`src/rtl/rhp_pkg.sv`:
```
// rhp_pkg: types, codes and constants of the request header parser
// used by request_header_parser_fnv_check and tb_top
// no dependencies
package rhp_pkg;

    // one header byte as it arrives
    typedef struct packed {
        logic       start_req;
        logic [7:0] data_byte;
    } in_item_t;

    // one result: an address byte or the header summary
    typedef struct packed {
        logic        result_kind;
        logic [7:0]  address_byte;
        logic [7:0]  version;
        logic [7:0]  nonce;
        logic [7:0]  option;
        logic [3:0]  security;
        logic [7:0]  command;
        logic [15:0] port;
        logic [7:0]  address_type;
        logic [7:0]  address_length;
        logic [1:0]  status;
    } out_item_t;

    // parser phases, one-hot
    typedef enum logic [14:0] {
        PH_IDLE     = 15'b000_0000_0000_0001,
        PH_VERSION  = 15'b000_0000_0000_0010,
        PH_SKIP     = 15'b000_0000_0000_0100,
        PH_NONCE    = 15'b000_0000_0000_1000,
        PH_OPTION   = 15'b000_0000_0001_0000,
        PH_SECURITY = 15'b000_0000_0010_0000,
        PH_RESERVED = 15'b000_0000_0100_0000,
        PH_COMMAND  = 15'b000_0000_1000_0000,
        PH_PORT_HI  = 15'b000_0001_0000_0000,
        PH_PORT_LO  = 15'b000_0010_0000_0000,
        PH_ATYPE    = 15'b000_0100_0000_0000,
        PH_DLEN     = 15'b000_1000_0000_0000,
        PH_ADDR     = 15'b001_0000_0000_0000,
        PH_PAD      = 15'b010_0000_0000_0000,
        PH_CSUM     = 15'b100_0000_0000_0000
    } phase_t;

    localparam logic KIND_ADDR    = 1'b0;
    localparam logic KIND_SUMMARY = 1'b1;

    localparam logic [1:0] STATUS_OK        = 2'd0;
    localparam logic [1:0] STATUS_MISMATCH  = 2'd1;
    localparam logic [1:0] STATUS_BAD_ATYPE = 2'd2;

    localparam logic [7:0] ATYPE_IPV4   = 8'd1;
    localparam logic [7:0] ATYPE_DOMAIN = 8'd2;
    localparam logic [7:0] ATYPE_IPV6   = 8'd3;

    localparam logic [7:0] SKIP_LEN = 8'd32;  // iv check plus key check
    localparam logic [7:0] IPV4_LEN = 8'd4;
    localparam logic [7:0] IPV6_LEN = 8'd16;
    localparam logic [7:0] CSUM_LEN = 8'd4;

    localparam logic [31:0] FNV_BASIS = 32'h811c_9dc5;

    // one fnv-1a step; prime 16777619 = 2^24 + 2^8 + 2^7 + 2^4 + 2^1 + 2^0
    function automatic logic [31:0] fnv1a_step(input logic [31:0] sum,
                                               input logic [7:0]  b);
        logic [31:0] mix;
        begin
            mix = sum ^ {24'd0, b};
            fnv1a_step = (mix << 24) + (mix << 8) + (mix << 7) + (mix << 4)
                       + (mix << 1) + mix;
        end
    endfunction

endpackage

```
`src/rtl/rhp_stream_if.sv`:
```
// rhp_stream_if: valid/ready channel carrying one payload per transaction
// payload type is set by the instantiating level (rhp_pkg item types)
// depends on nothing else
interface rhp_stream_if #(
    parameter type payload_t = logic
);
    logic     valid;
    logic     ready;
    payload_t data;

    modport source (output valid, output data, input ready);
    modport sink   (input valid, input data, output ready);
endinterface

```
`src/rtl/request_header_parser_fnv_check.sv`:
```
// request_header_parser_fnv_check: byte-wide request header parser with fnv-1a check
// depends on rhp_pkg and rhp_stream_if
// each result is registered in the output register when its byte is accepted
// throughput: one header byte per cycle; header ready drops only while a result waits
// reset: asynchronous, active low; the parser idles with the hash at its offset basis
// and the output register empty
module request_header_parser_fnv_check (
    input  logic        clk,
    input  logic        rst_n,
    rhp_stream_if.sink   header,
    rhp_stream_if.source result
);

    // parser state
    rhp_pkg::phase_t phase_reg, phase_next;
    logic [7:0]      count_reg, count_next;
    logic [31:0]     fnv_reg, fnv_next;
    logic [31:0]     csum_reg, csum_next;
    logic [7:0]      version_reg, version_next;
    logic [7:0]      nonce_reg, nonce_next;
    logic [7:0]      option_reg, option_next;
    logic [7:0]      security_reg, security_next;
    logic [7:0]      command_reg, command_next;
    logic [15:0]     port_reg, port_next;
    logic [7:0]      atype_reg, atype_next;
    logic [7:0]      alen_reg, alen_next;

    // state as seen by this byte (a start byte restarts the header)
    rhp_pkg::phase_t cur_phase;
    logic [7:0]      cur_count;
    logic [31:0]     cur_fnv;
    logic [31:0]     cur_csum;
    logic [7:0]      cur_version;
    logic [7:0]      cur_nonce;
    logic [7:0]      cur_option;
    logic [7:0]      cur_security;
    logic [7:0]      cur_command;
    logic [15:0]     cur_port;
    logic [7:0]      cur_atype;
    logic [7:0]      cur_alen;

    logic [7:0]      byte_in;
    logic [7:0]      count_inc;
    logic [3:0]      pad_len;
    logic [31:0]     fnv_hashed;
    logic            emit;
    logic            emit_kind;
    logic [1:0]      emit_status;
    rhp_pkg::out_item_t emit_item;

    // output register
    logic               out_valid_reg;
    rhp_pkg::out_item_t out_data_reg;

    logic in_fire;

    // a new byte is taken whenever the output register is free or drains now
    assign header.ready = !out_valid_reg || result.ready;
    assign in_fire      = header.valid && header.ready;

    assign byte_in = header.data.data_byte;

    always_comb
    begin
        cur_phase    = phase_reg;
        cur_count    = count_reg;
        cur_fnv      = fnv_reg;
        cur_csum     = csum_reg;
        cur_version  = version_reg;
        cur_nonce    = nonce_reg;
        cur_option   = option_reg;
        cur_security = security_reg;
        cur_command  = command_reg;
        cur_port     = port_reg;
        cur_atype    = atype_reg;
        cur_alen     = alen_reg;
        if (header.data.start_req)
        begin
            cur_phase    = rhp_pkg::PH_VERSION;
            cur_count    = 8'd0;
            cur_fnv      = rhp_pkg::FNV_BASIS;
            cur_csum     = 32'd0;
            cur_version  = 8'd0;
            cur_nonce    = 8'd0;
            cur_option   = 8'd0;
            cur_security = 8'd0;
            cur_command  = 8'd0;
            cur_port     = 16'd0;
            cur_atype    = 8'd0;
            cur_alen     = 8'd0;
        end
    end

    assign count_inc  = 8'(cur_count + 8'd1);
    assign pad_len    = cur_security[7:4];
    assign fnv_hashed = rhp_pkg::fnv1a_step(cur_fnv, byte_in);

    always_comb
    begin
        phase_next    = cur_phase;
        count_next    = cur_count;
        fnv_next      = cur_fnv;
        csum_next     = cur_csum;
        version_next  = cur_version;
        nonce_next    = cur_nonce;
        option_next   = cur_option;
        security_next = cur_security;
        command_next  = cur_command;
        port_next     = cur_port;
        atype_next    = cur_atype;
        alen_next     = cur_alen;
        emit          = 1'b0;
        emit_kind     = rhp_pkg::KIND_SUMMARY;
        emit_status   = rhp_pkg::STATUS_OK;

        // hash covers every header byte up to the checksum
        if (cur_phase != rhp_pkg::PH_IDLE && cur_phase != rhp_pkg::PH_CSUM)
        begin
            fnv_next = fnv_hashed;
        end

        unique case (cur_phase)
            rhp_pkg::PH_IDLE:
            begin
                // stray byte, dropped
            end
            rhp_pkg::PH_VERSION:
            begin
                version_next = byte_in;
                count_next   = 8'd0;
                phase_next   = rhp_pkg::PH_SKIP;
            end
            rhp_pkg::PH_SKIP:
            begin
                count_next = count_inc;
                if (count_inc >= rhp_pkg::SKIP_LEN)
                begin
                    count_next = 8'd0;
                    phase_next = rhp_pkg::PH_NONCE;
                end
            end
            rhp_pkg::PH_NONCE:
            begin
                nonce_next = byte_in;
                phase_next = rhp_pkg::PH_OPTION;
            end
            rhp_pkg::PH_OPTION:
            begin
                option_next = byte_in;
                phase_next  = rhp_pkg::PH_SECURITY;
            end
            rhp_pkg::PH_SECURITY:
            begin
                security_next = byte_in;
                phase_next    = rhp_pkg::PH_RESERVED;
            end
            rhp_pkg::PH_RESERVED:
            begin
                phase_next = rhp_pkg::PH_COMMAND;
            end
            rhp_pkg::PH_COMMAND:
            begin
                command_next = byte_in;
                phase_next   = rhp_pkg::PH_PORT_HI;
            end
            rhp_pkg::PH_PORT_HI:
            begin
                port_next  = {byte_in, 8'd0};
                phase_next = rhp_pkg::PH_PORT_LO;
            end
            rhp_pkg::PH_PORT_LO:
            begin
                port_next  = {cur_port[15:8], byte_in};
                phase_next = rhp_pkg::PH_ATYPE;
            end
            rhp_pkg::PH_ATYPE:
            begin
                atype_next = byte_in;
                count_next = 8'd0;
                if (byte_in == rhp_pkg::ATYPE_IPV4)
                begin
                    alen_next  = rhp_pkg::IPV4_LEN;
                    phase_next = rhp_pkg::PH_ADDR;
                end
                else if (byte_in == rhp_pkg::ATYPE_DOMAIN)
                begin
                    phase_next = rhp_pkg::PH_DLEN;
                end
                else if (byte_in == rhp_pkg::ATYPE_IPV6)
                begin
                    alen_next  = rhp_pkg::IPV6_LEN;
                    phase_next = rhp_pkg::PH_ADDR;
                end
                else
                begin
                    // unknown address type ends the header at once
                    alen_next   = 8'd0;
                    emit        = 1'b1;
                    emit_status = rhp_pkg::STATUS_BAD_ATYPE;
                    phase_next  = rhp_pkg::PH_IDLE;
                end
            end
            rhp_pkg::PH_DLEN:
            begin
                alen_next  = byte_in;
                count_next = 8'd0;
                if (byte_in == 8'd0)
                begin
                    // empty domain
                    phase_next = (pad_len != 4'd0) ? rhp_pkg::PH_PAD : rhp_pkg::PH_CSUM;
                end
                else
                begin
                    phase_next = rhp_pkg::PH_ADDR;
                end
            end
            rhp_pkg::PH_ADDR:
            begin
                emit       = 1'b1;
                emit_kind  = rhp_pkg::KIND_ADDR;
                count_next = count_inc;
                if (count_inc >= cur_alen)
                begin
                    count_next = 8'd0;
                    phase_next = (pad_len != 4'd0) ? rhp_pkg::PH_PAD : rhp_pkg::PH_CSUM;
                end
            end
            rhp_pkg::PH_PAD:
            begin
                count_next = count_inc;
                if (count_inc >= {4'd0, pad_len})
                begin
                    count_next = 8'd0;
                    phase_next = rhp_pkg::PH_CSUM;
                end
            end
            rhp_pkg::PH_CSUM:
            begin
                // big-endian checksum shifts in from the low end
                csum_next  = {cur_csum[23:0], byte_in};
                count_next = count_inc;
                if (count_inc >= rhp_pkg::CSUM_LEN)
                begin
                    emit        = 1'b1;
                    emit_status = ({cur_csum[23:0], byte_in} == cur_fnv) ?
                                  rhp_pkg::STATUS_OK : rhp_pkg::STATUS_MISMATCH;
                    phase_next  = rhp_pkg::PH_IDLE;
                end
            end
            default:
            begin
                phase_next = rhp_pkg::PH_IDLE;
            end
        endcase
    end

    // result payload: an address byte carries zeros in the summary fields
    always_comb
    begin
        emit_item = '0;
        emit_item.result_kind = emit_kind;
        if (emit_kind == rhp_pkg::KIND_ADDR)
        begin
            emit_item.address_byte = byte_in;
        end
        else
        begin
            emit_item.version        = version_next;
            emit_item.nonce          = nonce_next;
            emit_item.option         = option_next;
            emit_item.security       = security_next[3:0];
            emit_item.command        = command_next;
            emit_item.port           = port_next;
            emit_item.address_type   = atype_next;
            emit_item.address_length = alen_next;
            emit_item.status         = emit_status;
        end
    end

    // parser state advances once per accepted byte
    always_ff @(posedge clk or negedge rst_n)
    begin
        if (!rst_n)
        begin
            phase_reg    <= rhp_pkg::PH_IDLE;
            count_reg    <= 8'd0;
            fnv_reg      <= rhp_pkg::FNV_BASIS;
            csum_reg     <= 32'd0;
            version_reg  <= 8'd0;
            nonce_reg    <= 8'd0;
            option_reg   <= 8'd0;
            security_reg <= 8'd0;
            command_reg  <= 8'd0;
            port_reg     <= 16'd0;
            atype_reg    <= 8'd0;
            alen_reg     <= 8'd0;
        end
        else if (in_fire)
        begin
            phase_reg    <= phase_next;
            count_reg    <= count_next;
            fnv_reg      <= fnv_next;
            csum_reg     <= csum_next;
            version_reg  <= version_next;
            nonce_reg    <= nonce_next;
            option_reg   <= option_next;
            security_reg <= security_next;
            command_reg  <= command_next;
            port_reg     <= port_next;
            atype_reg    <= atype_next;
            alen_reg     <= alen_next;
        end
    end

    // output register valid flag
    always_ff @(posedge clk or negedge rst_n)
    begin
        if (!rst_n)
        begin
            out_valid_reg <= 1'b0;
        end
        else if (in_fire && emit)
        begin
            out_valid_reg <= 1'b1;
        end
        else if (result.ready)
        begin
            out_valid_reg <= 1'b0;
        end
    end

    // output register payload
    always_ff @(posedge clk)
    begin
        if (in_fire && emit)
        begin
            out_data_reg <= emit_item;
        end
    end

    assign result.valid = out_valid_reg;
    assign result.data  = out_data_reg;

    // a summary always leaves the parser idle
    a_summary_then_idle: assert property (@(posedge clk) disable iff (!rst_n)
        in_fire && emit && emit_kind == rhp_pkg::KIND_SUMMARY
        |=> phase_reg == rhp_pkg::PH_IDLE)
        else $error("parser not idle after summary");

    // a bad address type summary reports no address bytes
    a_bad_atype_len: assert property (@(posedge clk) disable iff (!rst_n)
        out_valid_reg && out_data_reg.result_kind == rhp_pkg::KIND_SUMMARY
        && out_data_reg.status == rhp_pkg::STATUS_BAD_ATYPE
        |-> out_data_reg.address_length == 8'd0)
        else $error("bad address type summary with nonzero length");

    // address byte results carry no summary content
    a_addr_clean: assert property (@(posedge clk) disable iff (!rst_n)
        out_valid_reg && out_data_reg.result_kind == rhp_pkg::KIND_ADDR
        |-> out_data_reg.status == rhp_pkg::STATUS_OK && out_data_reg.port == 16'd0
            && out_data_reg.address_length == 8'd0)
        else $error("address byte result with summary fields set");

    // the skip counter never reaches the end of the check bytes while skipping
    a_skip_bound: assert property (@(posedge clk) disable iff (!rst_n)
        phase_reg == rhp_pkg::PH_SKIP |-> count_reg < rhp_pkg::SKIP_LEN)
        else $error("skip counter out of range");

    // a waiting result that is not taken stays in the output register unchanged
    a_result_kept: assert property (@(posedge clk) disable iff (!rst_n)
        out_valid_reg && !result.ready |=> out_valid_reg && $stable(out_data_reg))
        else $error("pending result dropped or overwritten");

endmodule

```
`src/flat_wrapper.sv`:
```
// flat-port wrapper written by rule: the top's interface ports become plain ports
module request_header_parser_fnv_check_flat 
  (clk, rst_n, header_valid, header_data, header_ready, result_valid, result_data, result_ready);
  rhp_stream_if #(.payload_t(rhp_pkg::in_item_t)) header_i ();
  rhp_stream_if #(.payload_t(rhp_pkg::out_item_t)) result_i ();
  input  logic clk;
  input  logic rst_n;
  input wire logic [$bits(header_i.valid)-1:0] header_valid;
  input wire logic [$bits(header_i.data)-1:0] header_data;
  output wire logic [$bits(header_i.ready)-1:0] header_ready;
  output wire logic [$bits(result_i.valid)-1:0] result_valid;
  output wire logic [$bits(result_i.data)-1:0] result_data;
  input wire logic [$bits(result_i.ready)-1:0] result_ready;
  assign header_i.valid = header_valid;
  assign header_i.data = header_data;
  assign header_ready = header_i.ready;
  assign result_valid = result_i.valid;
  assign result_data = result_i.data;
  assign result_i.ready = result_ready;
  request_header_parser_fnv_check u_core (.clk(clk), .rst_n(rst_n), .header(header_i), .result(result_i));
endmodule
```
`config.mk`:
```
export PLATFORM = sky130hd
export DESIGN_NAME = request_header_parser_fnv_check_flat
export DESIGN_NICKNAME = d
export VERILOG_FILES = /design/src/rtl/rhp_pkg.sv /design/src/rtl/rhp_stream_if.sv /design/src/rtl/request_header_parser_fnv_check.sv /design/src/flat_wrapper.sv
export SDC_FILE = /design/constraint.sdc
export NUM_CORES = 1
export LEC_CHECK = 0
export CAP_MARGIN = 20
export CELL_PAD_IN_SITES_DETAIL_PLACEMENT = 0
export CELL_PAD_IN_SITES_GLOBAL_PLACEMENT = 2
export CORE_MARGIN = 5
export CORE_UTILIZATION = 35
export DETAILED_ROUTE_END_ITERATION = 6
export DONT_BUFFER_PORTS = 1
export GPL_TIMING_DRIVEN = 0
export PLACE_DENSITY_LB_ADDON = 0.08
export SLEW_MARGIN = 40
export SYNTH_ARGS = -nofsm -noshare
export SYNTH_HDL_FRONTEND = slang
export SYNTH_SLANG_ARGS = --single-unit
export TNS_END_PERCENT = 20
```
`constraint.sdc`:
```
create_clock -name clk -period 6.6 [get_ports clk]
set_input_delay 0.99 -clock clk [delete_from_list [all_inputs] [get_ports clk]]
set_output_delay 0.99 -clock clk [all_outputs]
set_load 0.02 [all_outputs]
```
==> reports/metrics.csv <==
stage,metric,value,unit
global_route,grt_max_degree,153,
clock_network,h-tree-depth,1,
timing,worst_slew_pin_slew,0.801,ns
routing,ant_nets,0,
clock_network,cts_max_path_buffers,3,
timing,fin_crit_sh,94.6,%
clock_network,cts.sinks,231,
place,hpwl,34.5,mm
timing,fin_crit,6.25,ns
cells_and_area,nets,1650,
timing,hold_viol_final,0,
setup_path,regToRegEndpoint,u_core.fnv_reg[31]$_DFFE_PN1P_,
timing,timing.final.max_slew_violations,0,
setup_path,cp_data_required_time,7.08,ns
floorplanning,die_y,215,um
global_route,gr-total-overflow,0,
timing,setup_viol,0,
floorplanning,ios,94,
clock_network,root_buffer,clkbuf_16,
routing,routed_wl,46.4,mm
place,port_buffers,0,
floorplanning,core_area,41900,um^2
yosys,synth_edf_count,79,
cells_and_area,final_common_cell,inv_1,
setup_path,crit_fanout,10,
place,gp_congestion,0.826,
clock_network,clk_latency,0.56,ns
yosys,synth_top_flop_cell,dfrtp_1,
setup_path,ff2ff_path_depth,17,
run_status,status,"finished, final reports clean",
timing,final.setup_skew,0.0201,ns
routing,drt-wirelength-per-cell,22.6,um
routing,vias,10800,
yosys,yosysSeqAreaShare,42.0,%
yosys,netlist_area,14800,um^2
setup_path,cp-startpoint,header_data[8],
clock_network,cts_tree,done,
setup_path,crit_arrival,6.73,ns
place,post-place-cells,2003,
cells_and_area,fillerInstances,4231,
yosys,synth_fp_nets,1616,
routing,drt-initial-drc-count,732,
yosys,avgSynthCellArea,10.1,um^2
cells_and_area,largest_reg_flops,79,
clock_network,hold_buffers,0,
floorplanning,dieArea,46400,um^2
yosys,yosysUniqueCellTypes,80,
cells_and_area,fin_util,39.5,%
cells_and_area,mostFrequentLayoutCells,"inv_1, dfrtp_1, nor2_1, nand2_1, a21oi_1",
timing,relSlewSlack,46.3,%
global_route,grt_pass1_vias,11300,
floorplanning,die_x,215,um
cells_and_area,layoutNonFillerInstCount,2053,
routing,drc,0,
global_route,antenna_found_initial,1,
global_route,track_usage,20.0,%
flow_run,cap_viol_max_count,0,
setup_path,slowest_delay,0.56,ns
setup_path,crit_type,input pin to flip-flop,
timing,grt_setup_unrepaired,no,
yosys,async_flop_share,65.8,%
yosys,syn_inst,1460,
setup_path,slowest_stage,fa_1,
cells_and_area,drive_gt1_share,9.91,%
yosys,yosysWarningCount,0,
timing,max_clock_freq,160,MHz
routing,viasPerCell,5.24,
setup_path,r2r_start,u_core.fnv_reg[1]$_DFFE_PN0P_,
setup_path,end_kind,flip-flop,
clock_network,cts.clk_slew.worst_paths,0.06,ns
yosys,synth-seq-cells,231,
global_route,grt_pass1_wl,71.7,mm
floorplanning,placementRows,75,
clock_network,numCtsBuffers,26,
setup_path,reg2reg_slack,1.35,ns
worst_hold_path,hp-class,input pin to async pin,
cells_and_area,syn2layout_area_growth,12.0,%
routing,first_pass_iters,5,
cells_and_area,diodes,0,
setup_path,start_kind,input pin,
setup_path,crit_chain,clkbuf_2 -> buf_2 -> clkbuf_4 -> clkbuf_4 -> buf_4 -> nor2_1 -> inv_1 -> ha_1 -> inv_1 -> fa_1 -> fa_1 -> inv_1 -> ha_1 -> a21o_1 -> a21oi_1 -> nor2b_1 -> a311oi_2 -> o21ai_0 -> a221oi_2 -> o21ai_0 -> xnor2_1 -> o21ai_0,
floorplanning,initial_core_util,35.3,%
[Yosys cell counts, drive strengths merged (49+ instances only)]
master  instances  area [um^2]
nor2          122          458
a21oi          93          477
dfrtp         137         3430
inv           148          556
edfxtp         79         2370
xnor2          49          429
o21ai          73          365
nand2         104          393
a22o           75          657
fa             64         1280
clkbuf         56          211
ha             79          988
[metrics by stage]
stage | cell area [um^2] | hold slack (ns) | TNS [ns] | setup slack (ns)
floorplan | 14800 | 0.450 | 0 | 0.400
global placement | 15400 | 0.469 | -188.98 | -2.15
detailed placement | 15600 | 0.473 | -19.78 | -1.66
CTS | 16500 | 0.107 | 0 | 0.0180
global route | 16500 | 0.133 | 0 | 0.0185
finish | 16500 | 0.142 | 0 | 0.354
[per-layer routing]
layer	vias up	part of all wire, %	global-route usage (%)	wire, um
met5	-	0.026	0	12
met4	2	3.0	6.08	1390
met3	78	2.8	1.84	1320
met2	206	50	35.2	23400
met1	5319	44	26.2	20300
li1	5158	-	-	-
[layout make-up]
type	count	area (um^2)	area share [%]
buffer	84	387	2.34
clock inverter	11	145	0.878
tap	539	674	4.08
sequential	231	6190	37.5
clock buffer	37	732	4.43
multi-input combinational	996	7740	46.8
inverter	148	559	3.38
timing repair buffer	7	95.1	0.575
[worst max-delay path: cells and delay by family]
family	cells	cell delay, ns
buffers and inverters	8	1.48
adders and majority gates	4	1.76
xor gates and xnor gates	1	0.17
and+or+nand+nor	2	0.49
AOI/OAI and AO/OA	7	1.80
[repair_timing]
action	CTS	global route
resized for setup	11	9
pin swaps	0	1
setup endpoints to repair	18	8
buffers inserted	0	3
[worst max-delay path by stage]
stage	endpoint	slack [ns]	depth (start not counted)
after global placement	u_core.result.data[65]$_SDFFCE_PP0P_	-2.15	15
final	u_core.fnv_reg[31]$_DFFE_PN1P_	0.35	22
after CTS	u_core.fnv_reg[31]$_DFFE_PN1P_	0.02	20
after detailed placement	u_core.fnv_reg[31]$_DFFE_PN1P_	-1.66	22
after floorplan	u_core.result.data[0]$_SDFFCE_PP0P_	0.40	15
after global routing	u_core.fnv_reg[31]$_DFFE_PN1P_	0.02	21
[cell families after synthesis]
| family | count (synthesis) | share of synthesized area, % |
|---|---|---|
| AND/OR/NAND/NOR | 391 | 13.5 |
| AO/OA/AOI/OAI | 367 | 17.0 |
| buffers and inverters | 233 | 6.16 |
| XOR/XNOR | 79 | 4.69 |
| flip-flops | 231 | 42.0 |
| multiplexers | 15 | 1.14 |
| adder cells (fa/ha/maj) | 144 | 15.4 |
Power is left out: the tool's default activity adds up to more than one toggle a clock period on the data nets, which glitch-free logic cannot reach.
